File: src/hw/rtl/agke_pkg.sv
package agke_pkg;

    localparam int unsigned SUM_W   = 40;
    localparam int unsigned OUT_W   = 24;
    localparam int unsigned SCALE_W = 16;
    localparam int unsigned RW_W    = 16;
    localparam int unsigned GATE_W  = 16;
    localparam int unsigned DIM_W   = 6;
    localparam int unsigned P_W     = 32;
    localparam int unsigned R_W     = 28;
    localparam int unsigned M_W     = 33;
    localparam int unsigned K_W     = 3;

    localparam logic [SUM_W-1:0] SUM_MAX = {SUM_W{1'b1}};
    localparam logic [P_W-1:0]   Q31_ONE = 32'h8000_0000;
    localparam logic [K_W-1:0]   K_FIRST = 3'd6;

    localparam logic [1:0] REG_SCALE = 2'd0;
    localparam logic [1:0] REG_GWID  = 2'd1;
    localparam logic [1:0] REG_ARD   = 2'd2;

    typedef enum logic [3:0] {
        ST_IDLE,
        ST_SQ,
        ST_WM,
        ST_ACC,
        ST_EINIT,
        ST_EMUL,
        ST_EDIV,
        ST_ECOR,
        ST_ESQ,
        ST_EOUT,
        ST_FIN
    } t_state;

    typedef struct packed {
        logic [SCALE_W-1:0] scale;
        logic [RW_W-1:0]    gwidth;
        logic               ard;
    } t_cfg;

    typedef struct packed {
        logic accept_elem;
        logic load_tab;
        logic calc_sq;
        logic calc_wm;
        logic accumulate;
        logic exp_init;
        logic exp_mul;
        logic exp_div;
        logic exp_cor;
        logic exp_sq;
        logic exp_out;
        logic finish;
    } t_cmd;

    typedef struct packed {
        logic in_is_elem;
        logic last;
        logic exp_skip;
        logic k_last;
        logic sq_last;
        logic out_free;
    } t_status;

    function automatic logic [M_W-1:0] recip_of(input logic [K_W-1:0] k);
        logic [M_W-1:0] m;
        unique case (k)
            3'd1:    m = 33'h1_0000_0000;
            3'd2:    m = 33'h0_8000_0000;
            3'd3:    m = 33'd1431655765;
            3'd4:    m = 33'h0_4000_0000;
            3'd5:    m = 33'd858993459;
            3'd6:    m = 33'd715827882;
            default: m = '0;
        endcase
        return m;
    endfunction

endpackage

File: src/hw/rtl/agke_ctrl.sv
module agke_ctrl
    import agke_pkg::*;
(
    input  logic    i_clk,
    input  logic    i_rst_n,
    input  logic    i_in_valid,
    input  t_status i_status,
    output logic    o_in_stall,
    output t_cmd    o_cmd
);

    t_state r_state;
    t_state n_state;

    always_ff @(posedge i_clk) begin
        if (!i_rst_n) begin
            r_state <= ST_IDLE;
        end else begin
            r_state <= n_state;
        end
    end

    always_comb begin
        n_state = r_state;
        unique case (r_state)
            ST_IDLE: begin
                if (i_in_valid && i_status.in_is_elem) n_state = ST_SQ;
            end
            ST_SQ:    n_state = ST_WM;
            ST_WM:    n_state = ST_ACC;
            ST_ACC:   n_state = i_status.last ? ST_EINIT : ST_IDLE;
            ST_EINIT: n_state = i_status.exp_skip ? ST_EOUT : ST_EMUL;
            ST_EMUL:  n_state = ST_EDIV;
            ST_EDIV:  n_state = ST_ECOR;
            ST_ECOR:  n_state = i_status.k_last ? ST_ESQ : ST_EMUL;
            ST_ESQ: begin
                if (i_status.sq_last) n_state = ST_EOUT;
            end
            ST_EOUT:  n_state = ST_FIN;
            ST_FIN: begin
                if (i_status.out_free) n_state = ST_IDLE;
            end
            default:  n_state = ST_IDLE;
        endcase
    end

    always_comb begin
        o_cmd      = '0;
        o_in_stall = 1'b1;
        unique case (r_state)
            ST_IDLE: begin
                o_in_stall        = 1'b0;
                o_cmd.accept_elem = i_in_valid && i_status.in_is_elem;
                o_cmd.load_tab    = i_in_valid && !i_status.in_is_elem;
            end
            ST_SQ:    o_cmd.calc_sq    = 1'b1;
            ST_WM:    o_cmd.calc_wm    = 1'b1;
            ST_ACC:   o_cmd.accumulate = 1'b1;
            ST_EINIT: o_cmd.exp_init   = 1'b1;
            ST_EMUL:  o_cmd.exp_mul    = 1'b1;
            ST_EDIV:  o_cmd.exp_div    = 1'b1;
            ST_ECOR:  o_cmd.exp_cor    = 1'b1;
            ST_ESQ:   o_cmd.exp_sq     = 1'b1;
            ST_EOUT:  o_cmd.exp_out    = 1'b1;
            ST_FIN:   o_cmd.finish     = i_status.out_free;
            default:  o_cmd            = '0;
        endcase
    end

endmodule

File: config.mk
export PLATFORM = sky130hd
export DESIGN_NAME = agke_ctrl
export DESIGN_NICKNAME = d
export VERILOG_FILES = /design/src/hw/rtl/agke_pkg.sv /design/src/hw/rtl/agke_ctrl.sv
export SDC_FILE = /design/constraint.sdc
export NUM_CORES = 1
export LEC_CHECK = 0
export BUFFER_PORTS_ARGS = -buffer_cell sky130_fd_sc_hd__buf_4
export CAP_MARGIN = 25
export CORE_AREA = 10 10 47 49
export DETAILED_ROUTE_END_ITERATION = 12
export DIE_AREA = 0 0 57 59
export PLACE_DENSITY = 0.55
export SLEW_MARGIN = 15
export SYNTH_ARGS = -nofsm -noshare
export SYNTH_HDL_FRONTEND = slang
export SYNTH_SLANG_ARGS = --single-unit
File: constraint.sdc
create_clock -name i_clk -period 1.7 [get_ports i_clk]
set_input_delay 0.17 -clock i_clk [delete_from_list [all_inputs] [get_ports i_clk]]
set_output_delay 0.17 -clock i_clk [all_outputs]
set_load 0.02 [all_outputs]
==> flow_summary_export.csv <==
group,metric,value,unit
floorplan,die_y,59,µm
worst_setup_path,worstSetupStartpointType,"flop",
cells_and_area,top_regs,"r_state: 4 flops",
sta,relSlewSlack,0.6797,
route,wl_per_cell,13.06,µm
worst_setup_path,max_stage_delay,0.46,ns
yosys,synth_area,406.6,µm²
cells_and_area,n_antenna_cell,0,
floorplan,die_area,3363,µm²
yosys,synth_nets,65,
cells_and_area,largest_register_ff_count,4,
cts,cts.clk_slew.worst_paths,0.03,ns
worst_setup_path,cpLargestDelayFamily,"flip-flops",
cts,clock_latency,0.23,ns
global_routing,grt_pass1_vias,490,
worst_setup_path,arrival,1.39,ns
floorplan,core,1401,µm²
yosys,synth.distinct_cells,24,
route,routed_wl,1.215,mm
floorplan,row_count,14,
sta,hold_ws,0.2361,ns
route,drt_iter0_markers,6,
worst_setup_path,slowest_stage,"dfxtp_1",
yosys,ys_seq_area_frac,0.1969,
worst_setup_path,cp_common_cell,"buf_4",
placed_design,hpwlAfterDp,931.8,µm
worst_setup_path,cp_cell_sequence,"buf_4 -> nor2b_1 -> and3_1 -> buf_4",
yosys,synth_seq_cells,4,
sta,period_share,0.9181,
placed_design,portBuffers,21,
placed_design,post_dp_cell_area,569.3,µm²
outcome,outcome,"complete, no violations",
global_routing,grt_usage,0.07393,
yosys,synth.avg_cell_area,7.261,µm²
cells_and_area,layout_common_cells,"buf_4 (22), nor3_1 (6), nor2_1 (6)",
floorplan,io_pins,22,
worst_setup_path,crit_buf_inv,2,
sta,rsz0062_at_grt,"false",
sta,skew,0.006112,ns
cells_and_area,regMostFlops,"r_state",
sta,hold_viol_final,0,
route,drc,0,
cts,ctsLongestPathBuffers,2,
yosys,syn_inst,56,
cells_and_area,multi_input_area,305.3,µm²
route,drtPass1Iterations,2,
placed_design,place_congestion,0.7074,
worst_setup_path,required,1.53,ns
global_routing,grt_max_degree,15,
flow_run,drv_cap,0,
global_routing,antenna_found_initial,0,
route,ant_nets,0,
cts,clock_sinks,4,
cells_and_area,drive_gt1_frac,0.4156,
yosys,yosysWarnings,0,
cts,cts_hold_buf,0,
yosys,synth.largest_area_cell,"dfxtp_1",
worst_setup_path,endpoint_kind,"output port",
power,leakage,0.2711,nW
floorplan,initial_utilization,0.2902,
floorplan,die_w,57,µm
worst_setup_path,cp_max_fo,12,
cts,cts_tree,"done",
cts,cts_buffers,3,
global_routing,grt_pass1_wl,2.104,mm
power,peakVddDrop,0.2585,mV
cells_and_area,syn2layout_area_growth,48.00,%
cells_and_area,fillers,153,
cells_and_area,final_util,0.4295,
cells_and_area,regArea,81.33,µm²
min_path,hold_path.class,"in2reg",
cells_and_area,final_area,601.8,µm²
route,routed-via-count,480,
sta,finalMaxSlewViolations,0,
sta,fin_crit,1.561,ns
cells_and_area,final_common_cell,"buf_4",
sta,tightest_slew,0.4797,ns
yosys,ys_top_cells_by_area,"dfxtp_1 (20%), nor3_1 (7.4%), nand2b_1 (6.2%), nor2b_1 (6.2%), nor2_1 (5.5%)",
sta,setup_tns,0,ns
cts,h-tree-depth,1,
power,power.density,530.2,nW/µm²
cts,clock-root-buffer,"clkbuf_4",
yosys,synth.top_cell.area_share,0.1969,
global_routing,grt_overflow,0,
worst_setup_path,worstSetupPathType,"reg2out",
cells_and_area,finalNetCount,88,
sta,fmax,640.7,MHz
sta,setup_viol,0,
route,vias_per_cell,5.161,
cts,cts_setup_buffers,0,
[synthesized netlist by cell type (all sizes together)]
master  count
a21oi       4
and2        2
and3        2
and4        1
and4bb      1
buf         4
dfxtp       4
inv         2
mux2        1
mux2i       1
nand2       4
nand2b      4
nand4b      1
nor2        6
nor2b       4
nor3        6
nor4        1
nor4bb      1
o21ai       2
o22ai       1
o31ai       3
or3         1
[power breakdown]
part	leakage (nW)	switching, mW	total [mW]	internal, mW
Combinational	0.224	0.0449	0.0939	0.0490
Sequential	0.0330	0.0113	0.109	0.0978
Clock	0.0138	0.0373	0.116	0.0788
[worst paths after layout]
kind | endpoint | from | depth (start not counted) | slack [ns]
worst max-delay path | o_cmd[0] | r_state[1] | 4 | 0.14
worst min-delay path | r_state[3] | i_rst_n | 3 | 0.24
worst max register to register | r_state[3] | r_state[3] | 3 | 0.33
worst min register to register | r_state[2] | r_state[2] | 2 | 0.59
[through the flow]
step	total power, mW	setup slack, ns	std cells
after global placement	0.2010	0.3728	90
after floorplan	0.1626	0.3923	56
after detailed placement	0.2006	0.3333	90
final	0.3191	0.1393	93
after global routing	0.3431	0.007988	93
after CTS	0.3202	0.1134	93
[kinds of logic (layout without fill, tap and decap cells)]
| group | after synthesis | count (layout) | share of synthesized area |
|---|---|---|---|
| DFF | 4 | 4 | 0.1969 |
| buffers and inverters | 6 | 27 | 0.07385 |
| AOI/OAI and AO/OA | 10 | 10 | 0.1723 |
| and+or+nand+nor | 34 | 34 | 0.4954 |
| muxes | 2 | 2 | 0.06153 |
[worst min-delay path, delay by kind of cell]
kind	cells	cell delay [ns]
buf+inv	1	0.13
compound gates	2	0.11
[area by class of cell]
class | instances | area share
Timing Repair Buffer | 22 | 0.2744
Sequential cell | 4 | 0.1351
Multi-Input combinational cell | 46 | 0.5073
Tap cell | 16 | 0.03326
Clock buffer | 3 | 0.03742
Inverter | 2 | 0.01247
[layer usage]
layer | part of all wire | vias to the layer above | track usage
li1 | - | 247 | -
met1 | 0.44 | 222 | 0.07848
met2 | 0.47 | 11 | 0.1209
met3 | 0.083 | 0 | 0.04721
met4 | 0 | 0 | 0.01678
met5 | 0 | - | 0
[what timing repair did]
| action | in CTS | in global routing |
|---|---|---|
| setup endpoints to repair | 0 | 2 |
| resized for setup | 0 | 2 |
| hold endpoints to repair | 0 | 0 |
Note: power is estimated with default switching activity, not from simulation.
